--- src/rtl/jas_pkg.sv ---
package jas_pkg;

    // Quotient bits produced by the divider: norm in Q0.16 plus the unit bit.
    localparam int unsigned QUO_BITS = 17;
    // Width of one curve table entry (exp2 entries reach 2.0 in Q16).
    localparam int unsigned TAB_W    = 18;
    // Full travel in percent, Q8.
    localparam int unsigned LIN_FULL = 25600;
    localparam int unsigned EXPO_CAP = 768;
    localparam int unsigned LIM_CAP  = 100;

    typedef struct packed {
        logic cmd;
        logic neg;
        logic dbf;
    } t_side;

endpackage

--- src/rtl/joystick_axis_shaper.sv ---
// Joystick axis shaper: one converter sample in, one signed percent out.
//
// Input: pulse start with i_cmd and i_raw_sample; a beat is taken on every
// edge with start high and busy low. busy is never raised, so a new sample
// may be issued on every clock.
// Output: o_strobe is high for one cycle with o_position (Q8 percent,
// -25600..25600) and o_in_dead_band. The receiver cannot hold results off
// and none is needed: the pipeline never stalls.
// Pipeline: 34 register stages (3 front, 1+17 divider steps, 13 curve).
// Throughput is one sample per cycle, set by the fully pipelined restoring
// divider.
// Configuration: i_cfg_we writes register i_cfg_idx from i_cfg_data at once;
// unused indexes are ignored. Write only while no sample is in flight.
// Deadband, expo and limit are held at their caps when written.
// Reset (synchronous, active low) empties the pipeline and restores the
// register defaults; nothing else needs clearing.
module joystick_axis_shaper import jas_pkg::*; #(
    parameter int unsigned SAMPLE_BITS       = 12,
    parameter int unsigned CURVE_TABLE_DEPTH = 256
) (
    input  logic                   i_clk,
    input  logic                   i_rst_n,
    input  logic                   start,
    output logic                   busy,
    input  logic                   i_cmd,
    input  logic [SAMPLE_BITS-1:0] i_raw_sample,
    output logic                   o_strobe,
    output logic signed [15:0]     o_position,
    output logic                   o_in_dead_band,
    input  logic                   i_cfg_we,
    input  logic [2:0]             i_cfg_idx,
    input  logic [((SAMPLE_BITS > 11) ? SAMPLE_BITS : 11)-1:0] i_cfg_data
);

    localparam int unsigned SB     = SAMPLE_BITS;
    localparam int unsigned NW     = SB + QUO_BITS;
    localparam int unsigned DZ_CAP = ((2**SB - 1) * 400) / 1023;

    typedef enum logic [2:0] {
        CFG_INVERT    = 3'd0,
        CFG_CAL_LOW   = 3'd1,
        CFG_CAL_HIGH  = 3'd2,
        CFG_CAL_MID   = 3'd3,
        CFG_DEAD_BAND = 3'd4,
        CFG_EXPO      = 3'd5,
        CFG_LIMIT     = 3'd6
    } t_cfg_idx;

    logic          r_invert;
    logic [SB-1:0] r_cal_low, r_cal_high, r_cal_mid;
    logic [10:0]   r_dz;
    logic [9:0]    r_expo;
    logic [6:0]    r_limit;

    always_ff @(posedge i_clk) begin
        if (!i_rst_n) begin
            r_invert   <= 1'b0;
            r_cal_low  <= '0;
            r_cal_high <= '1;
            r_cal_mid  <= {1'b0, {(SB-1){1'b1}}};
            r_dz       <= '0;
            r_expo     <= '0;
            r_limit    <= 7'(LIM_CAP);
        end else if (i_cfg_we) begin
            unique case (t_cfg_idx'(i_cfg_idx))
                CFG_INVERT:    r_invert   <= i_cfg_data[0];
                CFG_CAL_LOW:   r_cal_low  <= i_cfg_data[SB-1:0];
                CFG_CAL_HIGH:  r_cal_high <= i_cfg_data[SB-1:0];
                CFG_CAL_MID:   r_cal_mid  <= i_cfg_data[SB-1:0];
                CFG_DEAD_BAND: r_dz <= (32'(i_cfg_data[10:0]) > DZ_CAP) ?
                                       11'(DZ_CAP) : i_cfg_data[10:0];
                CFG_EXPO:      r_expo <= (32'(i_cfg_data[9:0]) > EXPO_CAP) ?
                                         10'(EXPO_CAP) : i_cfg_data[9:0];
                CFG_LIMIT:     r_limit <= (32'(i_cfg_data[6:0]) > LIM_CAP) ?
                                          7'(LIM_CAP) : i_cfg_data[6:0];
                default: ;
            endcase
        end
    end

    assign busy = 1'b0;

    logic              f_vld;
    t_side             f_side;
    logic [NW-1:0]     f_num;
    logic [SB-1:0]     f_den;
    logic              d_vld, d_big;
    t_side             d_side;
    logic [QUO_BITS-1:0] d_quo;

    jas_front #(.SB(SB)) u_front (
        .i_clk      (i_clk),
        .i_rst_n    (i_rst_n),
        .i_vld      (start && !busy),
        .i_cmd      (i_cmd),
        .i_raw      (i_raw_sample),
        .i_invert   (r_invert),
        .i_cal_low  (r_cal_low),
        .i_cal_high (r_cal_high),
        .i_cal_mid  (r_cal_mid),
        .i_dz       (r_dz),
        .o_vld      (f_vld),
        .o_side     (f_side),
        .o_num      (f_num),
        .o_den      (f_den)
    );

    jas_div #(.DW(SB), .QB(QUO_BITS)) u_div (
        .i_clk   (i_clk),
        .i_rst_n (i_rst_n),
        .i_vld   (f_vld),
        .i_side  (f_side),
        .i_num   (f_num),
        .i_den   (f_den),
        .o_vld   (d_vld),
        .o_side  (d_side),
        .o_quo   (d_quo),
        .o_big   (d_big)
    );

    jas_curve #(.DEPTH(CURVE_TABLE_DEPTH)) u_curve (
        .i_clk      (i_clk),
        .i_rst_n    (i_rst_n),
        .i_vld      (d_vld),
        .i_side     (d_side),
        .i_quo      (d_quo),
        .i_big      (d_big),
        .i_expo     (r_expo),
        .i_limit    (r_limit),
        .o_vld      (o_strobe),
        .o_position (o_position),
        .o_dbf      (o_in_dead_band)
    );

`ifndef ASSERT_OFF
    a_dead_zero: assert property (@(posedge i_clk) disable iff (!i_rst_n)
        (o_strobe && o_in_dead_band) |-> o_position == 16'sd0)
        else $error("deadzone beat with nonzero position");
    a_range: assert property (@(posedge i_clk) disable iff (!i_rst_n)
        o_strobe |-> (o_position <= 16'sd25600 && o_position >= -16'sd25600))
        else $error("position out of range");
`endif

endmodule

--- src/rtl/jas_front.sv ---
module jas_front import jas_pkg::*; #(
    parameter int unsigned SB = 12
) (
    input  logic                     i_clk,
    input  logic                     i_rst_n,
    input  logic                     i_vld,
    input  logic                     i_cmd,
    input  logic [SB-1:0]            i_raw,
    input  logic                     i_invert,
    input  logic [SB-1:0]            i_cal_low,
    input  logic [SB-1:0]            i_cal_high,
    input  logic [SB-1:0]            i_cal_mid,
    input  logic [10:0]              i_dz,
    output logic                     o_vld,
    output t_side                    o_side,
    output logic [SB+QUO_BITS-1:0]   o_num,
    output logic [SB-1:0]            o_den
);

    localparam int unsigned NW = SB + QUO_BITS;
    localparam logic [SB-1:0] FULL = '1;

    // stage A: mirror, calibration fallback
    logic          r_a_vld, r_a_cmd;
    logic [SB-1:0] r_a_raw, r_a_lo, r_a_hi, r_a_ctr;
    logic [SB-1:0] n_a_raw, n_a_lo, n_a_hi, n_a_ctr;
    logic          degen;
    logic [SB:0]   mid_sum;

    always_comb begin
        n_a_raw = i_invert ? FULL - i_raw : i_raw;
        degen   = ({1'b0, i_cal_high} <= ({1'b0, i_cal_low} + (SB+1)'(2)));
        n_a_lo  = degen ? '0 : i_cal_low;
        n_a_hi  = degen ? FULL : i_cal_high;
        mid_sum = {1'b0, n_a_lo} + {1'b0, n_a_hi};
        n_a_ctr = (i_cal_mid < n_a_lo || i_cal_mid > n_a_hi) ? mid_sum[SB:1] : i_cal_mid;
    end

    always_ff @(posedge i_clk) begin
        if (!i_rst_n) begin
            r_a_vld <= 1'b0;
        end else begin
            r_a_vld <= i_vld;
        end
        r_a_cmd <= i_cmd;
        r_a_raw <= n_a_raw;
        r_a_lo  <= n_a_lo;
        r_a_hi  <= n_a_hi;
        r_a_ctr <= n_a_ctr;
    end

    // stage B: distance from center and span of that side
    logic          r_b_vld, r_b_cmd, r_b_neg;
    logic [SB-1:0] r_b_absd, r_b_span;
    logic [SB-1:0] sp_pos, sp_neg;
    logic          n_b_neg;

    always_comb begin
        sp_pos  = r_a_hi - r_a_ctr;
        sp_neg  = r_a_ctr - r_a_lo;
        if (sp_pos == '0) sp_pos = SB'(1);
        if (sp_neg == '0) sp_neg = SB'(1);
        n_b_neg = r_a_raw < r_a_ctr;
    end

    always_ff @(posedge i_clk) begin
        if (!i_rst_n) begin
            r_b_vld <= 1'b0;
        end else begin
            r_b_vld <= r_a_vld;
        end
        r_b_cmd  <= r_a_cmd;
        r_b_neg  <= n_b_neg;
        r_b_absd <= n_b_neg ? r_a_ctr - r_a_raw : r_a_raw - r_a_ctr;
        r_b_span <= n_b_neg ? sp_neg : sp_pos;
    end

    // stage C: deadzone and divider operands
    logic [SB-1:0] dzs;
    logic          hit;
    t_side         n_side;
    logic [NW-1:0] n_num;
    logic [SB-1:0] n_den;

    always_comb begin
        dzs        = SB'(i_dz);
        hit        = !r_b_cmd && (r_b_absd <= dzs || r_b_span <= dzs);
        n_side.cmd = r_b_cmd;
        n_side.neg = r_b_neg;
        n_side.dbf = hit;
        if (r_b_cmd) begin
            n_num = NW'(r_b_absd) * NW'(LIN_FULL) + NW'(r_b_span >> 1);
            n_den = r_b_span;
        end else if (hit) begin
            n_num = '0;
            n_den = SB'(1);
        end else begin
            n_num = NW'(r_b_absd - dzs) << 16;
            n_den = r_b_span - dzs;
        end
    end

    always_ff @(posedge i_clk) begin
        if (!i_rst_n) begin
            o_vld <= 1'b0;
        end else begin
            o_vld <= r_b_vld;
        end
        o_side <= n_side;
        o_num  <= n_num;
        o_den  <= n_den;
    end

endmodule

--- src/rtl/jas_div.sv ---
module jas_div import jas_pkg::*; #(
    parameter int unsigned DW = 12,
    parameter int unsigned QB = 17
) (
    input  logic             i_clk,
    input  logic             i_rst_n,
    input  logic             i_vld,
    input  t_side            i_side,
    input  logic [DW+QB-1:0] i_num,
    input  logic [DW-1:0]    i_den,
    output logic             o_vld,
    output t_side            o_side,
    output logic [QB-1:0]    o_quo,
    output logic             o_big
);

    logic          r_vld  [0:QB];
    t_side         r_side [0:QB];
    logic [DW-1:0] r_rem  [0:QB];
    logic [DW-1:0] r_den  [0:QB];
    logic [QB-1:0] r_low  [0:QB];
    logic [QB-1:0] r_quo  [0:QB];
    logic          r_big  [0:QB];
    logic          big;

    // quotient does not fit when the upper numerator bits reach the divisor
    assign big = i_num[DW+QB-1:QB] >= i_den;

    always_ff @(posedge i_clk) begin
        if (!i_rst_n) begin
            r_vld[0] <= 1'b0;
        end else begin
            r_vld[0] <= i_vld;
        end
        r_side[0] <= i_side;
        r_rem[0]  <= big ? '0 : i_num[DW+QB-1:QB];
        r_den[0]  <= i_den;
        r_low[0]  <= i_num[QB-1:0];
        r_quo[0]  <= '0;
        r_big[0]  <= big;
    end

    for (genvar k = 0; k < QB; k++) begin : g_step
        logic [DW:0] trial;
        logic        take;
        assign trial = {r_rem[k], r_low[k][QB-1]};
        assign take  = trial >= {1'b0, r_den[k]};

        always_ff @(posedge i_clk) begin
            if (!i_rst_n) begin
                r_vld[k+1] <= 1'b0;
            end else begin
                r_vld[k+1] <= r_vld[k];
            end
            r_side[k+1] <= r_side[k];
            r_rem[k+1]  <= take ? DW'(trial - {1'b0, r_den[k]}) : DW'(trial);
            r_den[k+1]  <= r_den[k];
            r_low[k+1]  <= r_low[k] << 1;
            r_quo[k+1]  <= {r_quo[k][QB-2:0], take};
            r_big[k+1]  <= r_big[k];
        end
    end

    assign o_vld  = r_vld[QB];
    assign o_side = r_side[QB];
    assign o_quo  = r_quo[QB];
    assign o_big  = r_big[QB];

`ifndef ASSERT_OFF
    a_rem_below_den: assert property (@(posedge i_clk) disable iff (!i_rst_n)
        r_vld[QB] |-> r_rem[QB] < r_den[QB])
        else $error("divider remainder not below divisor");
`endif

endmodule

--- src/rtl/jas_curve.sv ---
module jas_curve import jas_pkg::*; #(
    parameter int unsigned DEPTH = 256
) (
    input  logic                i_clk,
    input  logic                i_rst_n,
    input  logic                i_vld,
    input  t_side               i_side,
    input  logic [QUO_BITS-1:0] i_quo,
    input  logic                i_big,
    input  logic [9:0]          i_expo,
    input  logic [6:0]          i_limit,
    output logic                o_vld,
    output logic signed [15:0]  o_position,
    output logic                o_dbf
);

    localparam int unsigned IW = $clog2(DEPTH + 1);
    localparam int unsigned PW = 16 + IW;

    function automatic logic [17:0] bit_log2(input logic [17:0] x);
        logic [35:0] z;
        logic [17:0] y;
        z = 36'(x);
        y = '0;
        for (int b = 15; b >= 0; b--) begin
            z = (z * z) >> 16;
            if (z >= 36'd131072) begin
                z = z >> 1;
                y[b] = 1'b1;
            end
        end
        return y;
    endfunction

    function automatic logic [(DEPTH+1)*TAB_W-1:0] build_log();
        logic [(DEPTH+1)*TAB_W-1:0] v;
        logic [17:0]                t;
        v = '0;
        for (int i = 0; i < DEPTH; i++) begin
            t = 18'((i * 65536) / DEPTH);
            v[i*TAB_W +: TAB_W] = TAB_W'(bit_log2(18'd65536 + t));
        end
        v[DEPTH*TAB_W +: TAB_W] = TAB_W'(65536);
        return v;
    endfunction

    function automatic logic [(DEPTH+1)*TAB_W-1:0] build_exp();
        logic [(DEPTH+1)*TAB_W-1:0] v;
        int unsigned                t, lo, hi, mid;
        v = '0;
        for (int i = 0; i < DEPTH; i++) begin
            t  = (i * 65536) / DEPTH;
            lo = 65536;
            hi = 131072;
            for (int k = 0; k < 18; k++) begin
                if (lo < hi) begin
                    mid = lo + ((hi - lo) >> 1);
                    if (32'(bit_log2(18'(mid))) >= t) hi = mid;
                    else lo = mid + 1;
                end
            end
            v[i*TAB_W +: TAB_W] = TAB_W'(lo);
        end
        v[DEPTH*TAB_W +: TAB_W] = TAB_W'(131072);
        return v;
    endfunction

    localparam logic [(DEPTH+1)*TAB_W-1:0] LOG_TAB = build_log();
    localparam logic [(DEPTH+1)*TAB_W-1:0] EXP_TAB = build_exp();

    // C1: saturate quotient
    logic        r1_vld;
    t_side       r1_side;
    logic [16:0] r1_n;
    logic [14:0] r1_lin;

    always_ff @(posedge i_clk) begin
        if (!i_rst_n) begin
            r1_vld <= 1'b0;
        end else begin
            r1_vld <= i_vld;
        end
        r1_side <= i_side;
        r1_n    <= (i_big || i_quo > 17'h10000) ? 17'h10000 : i_quo;
        r1_lin  <= (i_big || i_quo > 17'(LIN_FULL)) ? 15'(LIN_FULL) : i_quo[14:0];
    end

    // C2: normalizing shift
    logic        r2_vld, r2_one, r2_zero;
    t_side       r2_side;
    logic [15:0] r2_n;
    logic [4:0]  r2_s;
    logic [14:0] r2_lin;
    logic [4:0]  msb;

    always_comb begin
        msb = '0;
        for (int i = 0; i < 16; i++) begin
            if (r1_n[i]) msb = 5'(i);
        end
    end

    always_ff @(posedge i_clk) begin
        if (!i_rst_n) begin
            r2_vld <= 1'b0;
        end else begin
            r2_vld <= r1_vld;
        end
        r2_side <= r1_side;
        r2_n    <= r1_n[15:0];
        r2_s    <= 5'd16 - msb;
        r2_one  <= r1_n[16];
        r2_zero <= (r1_n == '0);
        r2_lin  <= r1_lin;
    end

    // C3: log2 table index and weight
    logic          r3_vld, r3_one, r3_zero;
    t_side         r3_side;
    logic [4:0]    r3_s;
    logic [IW-1:0] r3_idx;
    logic [15:0]   r3_w;
    logic [14:0]   r3_lin;
    logic [31:0]   m_sh;
    logic [PW-1:0] p_log;

    always_comb begin
        m_sh  = {16'b0, r2_n} << r2_s;
        p_log = PW'(m_sh[15:0]) * PW'(DEPTH);
    end

    always_ff @(posedge i_clk) begin
        if (!i_rst_n) begin
            r3_vld <= 1'b0;
        end else begin
            r3_vld <= r2_vld;
        end
        r3_side <= r2_side;
        r3_one  <= r2_one;
        r3_zero <= r2_zero;
        r3_s    <= r2_s;
        r3_idx  <= p_log[PW-1:16];
        r3_w    <= p_log[15:0];
        r3_lin  <= r2_lin;
    end

    // C4: log2 table read
    logic             r4_vld, r4_one, r4_zero;
    t_side            r4_side;
    logic [4:0]       r4_s;
    logic [TAB_W-1:0] r4_a, r4_b;
    logic [15:0]      r4_w;
    logic [14:0]      r4_lin;

    always_ff @(posedge i_clk) begin
        if (!i_rst_n) begin
            r4_vld <= 1'b0;
        end else begin
            r4_vld <= r3_vld;
        end
        r4_side <= r3_side;
        r4_one  <= r3_one;
        r4_zero <= r3_zero;
        r4_s    <= r3_s;
        r4_a    <= LOG_TAB[r3_idx*TAB_W +: TAB_W];
        r4_b    <= LOG_TAB[IW'(r3_idx + 1'b1)*TAB_W +: TAB_W];
        r4_w    <= r3_w;
        r4_lin  <= r3_lin;
    end

    // C5: interpolation product
    logic             r5_vld, r5_one, r5_zero;
    t_side            r5_side;
    logic [4:0]       r5_s;
    logic [TAB_W-1:0] r5_a, r5_d;
    logic [14:0]      r5_lin;
    logic [33:0]      dp_log;

    assign dp_log = 34'(r4_b - r4_a) * 34'(r4_w);

    always_ff @(posedge i_clk) begin
        if (!i_rst_n) begin
            r5_vld <= 1'b0;
        end else begin
            r5_vld <= r4_vld;
        end
        r5_side <= r4_side;
        r5_one  <= r4_one;
        r5_zero <= r4_zero;
        r5_s    <= r4_s;
        r5_a    <= r4_a;
        r5_d    <= (r4_b > r4_a) ? dp_log[33:16] : '0;
        r5_lin  <= r4_lin;
    end

    // C6: magnitude of log2(norm)
    logic        r6_vld, r6_one, r6_zero;
    t_side       r6_side;
    logic [20:0] r6_neg;
    logic [14:0] r6_lin;

    always_ff @(posedge i_clk) begin
        if (!i_rst_n) begin
            r6_vld <= 1'b0;
        end else begin
            r6_vld <= r5_vld;
        end
        r6_side <= r5_side;
        r6_one  <= r5_one;
        r6_zero <= r5_zero;
        r6_neg  <= (21'(r5_s) << 16) - 21'(r5_a + r5_d);
        r6_lin  <= r5_lin;
    end

    // C7: scale by exponent
    logic        r7_vld, r7_one, r7_zero;
    t_side       r7_side;
    logic [31:0] r7_mag;
    logic [14:0] r7_lin;
    logic [10:0] pexp;

    assign pexp = 11'd256 + 11'(i_expo);

    always_ff @(posedge i_clk) begin
        if (!i_rst_n) begin
            r7_vld <= 1'b0;
        end else begin
            r7_vld <= r6_vld;
        end
        r7_side <= r6_side;
        r7_one  <= r6_one;
        r7_zero <= r6_zero;
        r7_mag  <= 32'(r6_neg) * 32'(pexp);
        r7_lin  <= r6_lin;
    end

    // C8: exp2 table index and weight
    logic          r8_vld, r8_one, r8_zero, r8_rz;
    t_side         r8_side;
    logic [7:0]    r8_q;
    logic [IW-1:0] r8_idx;
    logic [15:0]   r8_w;
    logic [14:0]   r8_lin;
    logic [15:0]   frac;
    logic [PW-1:0] p_exp;

    always_comb begin
        frac  = 16'(17'h10000 - 17'(r7_mag[23:8]));
        p_exp = PW'(frac) * PW'(DEPTH);
    end

    always_ff @(posedge i_clk) begin
        if (!i_rst_n) begin
            r8_vld <= 1'b0;
        end else begin
            r8_vld <= r7_vld;
        end
        r8_side <= r7_side;
        r8_one  <= r7_one;
        r8_zero <= r7_zero;
        r8_rz   <= (r7_mag[23:8] == '0);
        r8_q    <= r7_mag[31:24];
        r8_idx  <= p_exp[PW-1:16];
        r8_w    <= p_exp[15:0];
        r8_lin  <= r7_lin;
    end

    // C9: exp2 table read
    logic             r9_vld, r9_one, r9_zero, r9_rz;
    t_side            r9_side;
    logic [7:0]       r9_q;
    logic [TAB_W-1:0] r9_a, r9_b;
    logic [15:0]      r9_w;
    logic [14:0]      r9_lin;

    always_ff @(posedge i_clk) begin
        if (!i_rst_n) begin
            r9_vld <= 1'b0;
        end else begin
            r9_vld <= r8_vld;
        end
        r9_side <= r8_side;
        r9_one  <= r8_one;
        r9_zero <= r8_zero;
        r9_rz   <= r8_rz;
        r9_q    <= r8_q;
        r9_a    <= EXP_TAB[r8_idx*TAB_W +: TAB_W];
        r9_b    <= EXP_TAB[IW'(r8_idx + 1'b1)*TAB_W +: TAB_W];
        r9_w    <= r8_w;
        r9_lin  <= r8_lin;
    end

    // C10: interpolation product
    logic             r10_vld, r10_one, r10_zero, r10_rz;
    t_side            r10_side;
    logic [7:0]       r10_q;
    logic [TAB_W-1:0] r10_a, r10_d;
    logic [14:0]      r10_lin;
    logic [33:0]      dp_exp;

    assign dp_exp = 34'(r9_b - r9_a) * 34'(r9_w);

    always_ff @(posedge i_clk) begin
        if (!i_rst_n) begin
            r10_vld <= 1'b0;
        end else begin
            r10_vld <= r9_vld;
        end
        r10_side <= r9_side;
        r10_one  <= r9_one;
        r10_zero <= r9_zero;
        r10_rz   <= r9_rz;
        r10_q    <= r9_q;
        r10_a    <= r9_a;
        r10_d    <= (r9_b > r9_a) ? dp_exp[33:16] : '0;
        r10_lin  <= r9_lin;
    end

    // C11: curve value
    logic             r11_vld;
    t_side            r11_side;
    logic [16:0]      r11_c;
    logic [14:0]      r11_lin;
    logic [TAB_W-1:0] e_val;
    logic [16:0]      n_c;

    always_comb begin
        e_val = r10_a + r10_d;
        priority if (r10_one) begin
            n_c = 17'h10000;
        end else if (r10_zero) begin
            n_c = '0;
        end else if (r10_q >= 8'd17) begin
            n_c = '0;
        end else if (r10_rz) begin
            n_c = 17'h10000 >> r10_q;
        end else begin
            n_c = 17'(e_val >> (9'(r10_q) + 9'd1));
        end
    end

    always_ff @(posedge i_clk) begin
        if (!i_rst_n) begin
            r11_vld <= 1'b0;
        end else begin
            r11_vld <= r10_vld;
        end
        r11_side <= r10_side;
        r11_c    <= n_c;
        r11_lin  <= r10_lin;
    end

    // C12: limit scaling, linear result or deadband zero
    logic        r12_vld;
    t_side       r12_side;
    logic [14:0] r12_mag;
    logic [24:0] lim_prod;

    assign lim_prod = 25'(r11_c) * 25'(i_limit) + 25'd128;

    always_ff @(posedge i_clk) begin
        if (!i_rst_n) begin
            r12_vld <= 1'b0;
        end else begin
            r12_vld <= r11_vld;
        end
        r12_side <= r11_side;
        priority if (r11_side.cmd) begin
            r12_mag <= r11_lin;
        end else if (r11_side.dbf) begin
            r12_mag <= '0;
        end else begin
            r12_mag <= 15'(lim_prod >> 8);
        end
    end

    // C13: apply sign, drive result
    always_ff @(posedge i_clk) begin
        if (!i_rst_n) begin
            o_vld <= 1'b0;
        end else begin
            o_vld <= r12_vld;
        end
        o_position <= r12_side.neg ? -$signed({1'b0, r12_mag}) : $signed({1'b0, r12_mag});
        o_dbf      <= r12_side.dbf && !r12_side.cmd;
    end

`ifndef ASSERT_OFF
    a_curve_unit: assert property (@(posedge i_clk) disable iff (!i_rst_n)
        r11_vld |-> r11_c <= 17'h10000)
        else $error("curve value above unity");
    a_dbf_mag: assert property (@(posedge i_clk) disable iff (!i_rst_n)
        (r12_vld && r12_side.dbf) |-> (r12_mag == '0 && !r12_side.cmd))
        else $error("deadzone beat with nonzero magnitude");
`endif

endmodule

--- config.mk ---
export PLATFORM = sky130hd
export DESIGN_NAME = joystick_axis_shaper
export DESIGN_NICKNAME = d
export VERILOG_FILES = /design/src/rtl/jas_pkg.sv /design/src/rtl/joystick_axis_shaper.sv /design/src/rtl/jas_front.sv /design/src/rtl/jas_div.sv /design/src/rtl/jas_curve.sv
export SDC_FILE = /design/constraint.sdc
export NUM_CORES = 2
export LEC_CHECK = 0
export ABC_AREA = 1
export BUFFER_PORTS_ARGS = -buffer_cell sky130_fd_sc_hd__buf_2
export CAP_MARGIN = 30
export CORE_MARGIN = 2
export CORE_UTILIZATION = 45
export CTS_CLUSTER_DIAMETER = 30
export DETAILED_ROUTE_END_ITERATION = 16
export PLACE_DENSITY = 0.6
export SYNTH_ARGS = -nofsm -noshare
export SYNTH_HDL_FRONTEND = slang
export SYNTH_HIERARCHICAL = 1
export SYNTH_SLANG_ARGS = --single-unit
--- constraint.sdc ---
create_clock -name i_clk -period 5.8 [get_ports i_clk]
set_input_delay 0.58 -clock i_clk [delete_from_list [all_inputs] [get_ports i_clk]]
set_output_delay 0.58 -clock i_clk [all_outputs]
set_load 0.05 [all_outputs]
==> key figures <==
Timing
  • Final-report hold violation count: 0
  • Slew margin rel.: 26.2%
  • Min cycle time layout: 5.76 ns
  • Final setup skew: 0.0926 ns
  • Period utilisation layout: 99.3%
  • Fmax: 0.174 GHz
  • RSZ-0062 raised after global routing: yes
  • Worst-Margin Slew: 1.10 ns
  • Worst hold slack after final layout: 0.0728 ns
  • Pins Over Slew Limit: 0
  • Setup TNS: 0 ns
  • Setup Viol. Count Final: 0

Final layout
  • Area grow syn2layout: 18.9%
  • Core Util, Final: 53.7%
  • Footprint of the multi-input gates: 56600 um2
  • Nets: 14500
  • Area of all sequential standard cells: 31600 um2
  • Non-filler instance count after layout: 16300
  • Layout cell share with drive strength beyond 1: 13.3%
  • FILL cells: 20300

Critical path
  • Type of element capturing the critical path: flip-flop
  • Data arrival time of the critical path: 6.51 ns
  • Top fanout value on the critical path: 5
  • Family of cells with the greatest summed delay on the critical path: adder cells
  • Nature of the critical path startpoint: flip-flop
  • Required time of the critical path: 6.55 ns
  • Worst path buffer plus inverter count: 9
  • Path type of the worst setup path: flip-flop to flip-flop
  • Cell occurring most often along the worst timing path: sky130_fd_sc_hd__inv_2
  • Slowest stage delay, CP: 0.51 ns
  • Slowest CP cell: sky130_fd_sc_hd__fa_1

Yosys
  • Number of standard cells after synthesis: 12700
  • Flops & latches, synth: 1580
  • Top cells by area in the synthesized netlist: sky130_fd_sc_hd__dfxtp_1 33%, sky130_fd_sc_hd__nand2_1 11%, sky130_fd_sc_hd__fa_1 11%
  • Most used standard cells in the synthesized netlist: 2913 x sky130_fd_sc_hd__nand2_1, 2238 x sky130_fd_sc_hd__inv_1, 1580 x sky130_fd_sc_hd__dfxtp_1
  • Cell area after synthesis: 96600 um2
  • Most instantiated library cell after synthesis: sky130_fd_sc_hd__nand2_1
  • Number of synthesis warnings: 6
  • Average size of a mapped cell: 7.61 um2
  • Number of enable-type register cells in the synthesized netlist: 0
  • Share of the synthesized area in the top cell type: 32.7%
  • Syn_nets: 13900
  • Async SR Flop Fraction: 0%
  • Top cell type by total area after synthesis: sky130_fd_sc_hd__dfxtp_1
  • Share of synthesized area occupied by flip-flops and latches: 32.7%
  • Ys flop type: sky130_fd_sc_hd__dfxtp_1
  • Synth unique cells: 85

Detailed routing
  • Post-detailed-route via-to-cell ratio: 5.45
  • Number of design-rule violations left by the first detailed-router iteration: 7883
  • Number of routed nets with antenna violations: 0
  • Detailed-route wire length per cell: 23.1 um
  • Remaining routing DRC violations: 0
  • First drt pass iteration count: 9
  • Vias after detailed routing: 88900
  • Overall routed net length: 377000 um

Clock tree
  • Deepest clock path buffer count: 4
  • TritonCTS clock tree: built
  • Clock root buffer: sky130_fd_sc_hd__clkbuf_16
  • Clk pin slew, worst setup/hold paths: 0.05 ns
  • Worst-Skew Late Latency: 0.93 ns
  • Number of clock buffers inserted by TritonCTS: 304
  • H-tree depth: 5
  • Clock sink total: 1580

Flow run
  • MaxCap Viol Count: 0

Placement
  • Total half-perimeter wirelength after legalization and detailed placement: 292000 um
  • Cells after DPL: 15700
  • Number of buffers inserted by port buffering: 49
  • GP Congestion: 1.08

Global route
  • Number of global-route vias before repair: 88500
  • Grt total ovfl: 0
  • Wire length of the first global-routing pass: 555000 um
  • Maximum number of pins on one net before global-route repair: 96
  • Total track usage: 33.8%
  • Number of antenna violations at the first check in global routing: 28

Outcome
  • Status: completed

Min path
  • Worst hold path class: input port to flip-flop

Floorplan
  • Total die area: 218000 um2
  • Standard-cell rows: 170
  • Number of ports placed on the die boundary: 51
  • Initial Utilization: 45.2%
  • Floorplan die width: 467 um
  • Area inside the core boundary: 214000 um2
  • Floorplan die height: 467 um
-- timing repair --
action,4_1_cts,5_1_grt
hold buffers,26,0
resized for setup,83,338
endpoints found under the hold margin,35,0
endpoints found under the setup margin,23,35
pin swaps,18,212
buffers inserted,8,46
-- area by class of cell --
cell class / count / share of cell area [%]
diodes: 7 / 0.0152
clock buffers: 343 / 6.93
clock inverters: 188 / 1.86
inverters: 2289 / 7.49
multi-input cells: 8504 / 49.2
flip-flops and latches: 1580 / 27.5
well taps: 2838 / 3.09
repair buffers: 578 / 3.84
-- routing by layer --
layer / share of wire, % / global-route usage [%] / vias up
li1: - / - / 41500
met1: 41 / 42.6 / 42500
met2: 45 / 53.4 / 3875
met3: 8.2 / 8.09 / 1076
met4: 6.1 / 18.0 / 22
met5: 0.045 / 0 / -
-- tightest hold or removal path: stages --
cell,delay (ns)
sky130_fd_sc_hd__buf_2,0.12
sky130_fd_sc_hd__nor2_4,0.05
sky130_fd_sc_hd__a21oi_1,0.11
sky130_fd_sc_hd__a311oi_1,0.05
-- cells in the final DEF (no fill, tap or decap), types with 83 or more instances in the layout --
cell	count
sky130_fd_sc_hd__inv_2	84
sky130_fd_sc_hd__nor3_1	105
sky130_fd_sc_hd__inv_1	2185
sky130_fd_sc_hd__ha_1	622
sky130_fd_sc_hd__nand4_1	232
sky130_fd_sc_hd__nand2_1	2865
sky130_fd_sc_hd__xor2_1	208
sky130_fd_sc_hd__xnor2_1	87
sky130_fd_sc_hd__nand3_2	83
sky130_fd_sc_hd__fa_1	499
sky130_fd_sc_hd__clkbuf_16	306
sky130_fd_sc_hd__buf_4	479
sky130_fd_sc_hd__dfxtp_1	1567
sky130_fd_sc_hd__nand2_2	126
sky130_fd_sc_hd__a21oi_1	582
sky130_fd_sc_hd__nor2_1	990
sky130_fd_sc_hd__nand3_1	516
sky130_fd_sc_hd__o21ai_0	563
-- sequential cells by signal, indices dropped and copies added (netlist names), 21 cells and up --
signal,flops
u_div/r_rem,204
u_front/o_num,29
u_div/r_den,204
u_curve/r6_neg,21
u_div/r_low,153
u_curve/r7_mag,24
u_div/r_quo,153
u_div/r_side,54
-- final timing paths --
path,from,endpoint,slack [ns],depth (start not counted)
worst max register to register,u_curve/r9_b[0],u_curve/r10_d[17],0.04,34
worst max-delay path,u_curve/r9_b[0],u_curve/r10_d[17],0.04,34
worst min-delay path,i_cfg_idx[2],r_invert,0.07,4
worst min register to register,u_div/r_big[5],u_div/r_big[6],0.29,0
-- per-stage QoR --
stage          worst slack, ns  instance area (um2)
6_report                0.0428               115000
4_1_cts               -0.00108               113000
3_5_place_dp            -0.457               102000
5_1_grt                 -0.169               115000
3_3_place_gp            -0.236               102000
2_1_floorplan            0.110                96600
-- logic make-up (layout without fill, tap and decap cells) --
logic type                 Yosys count  in the layout  synth area share [%]
and+or+nand+nor                   5201           5201                  23.4
buffers and inverters             2610           3398                  10.5
muxes                               15             15                 0.155
other                                1              8               0.00388
xor gates and xnor gates           322            322                  2.98
DFF                               1580           1580                  32.7
adders and majority gates         1174           1174                  19.1
AOI/OAI and AO/OA                 1791           1791                  11.1
Power is not shown: default switching activity piles up to over one toggle a cycle in this logic, so the estimate is an artifact.
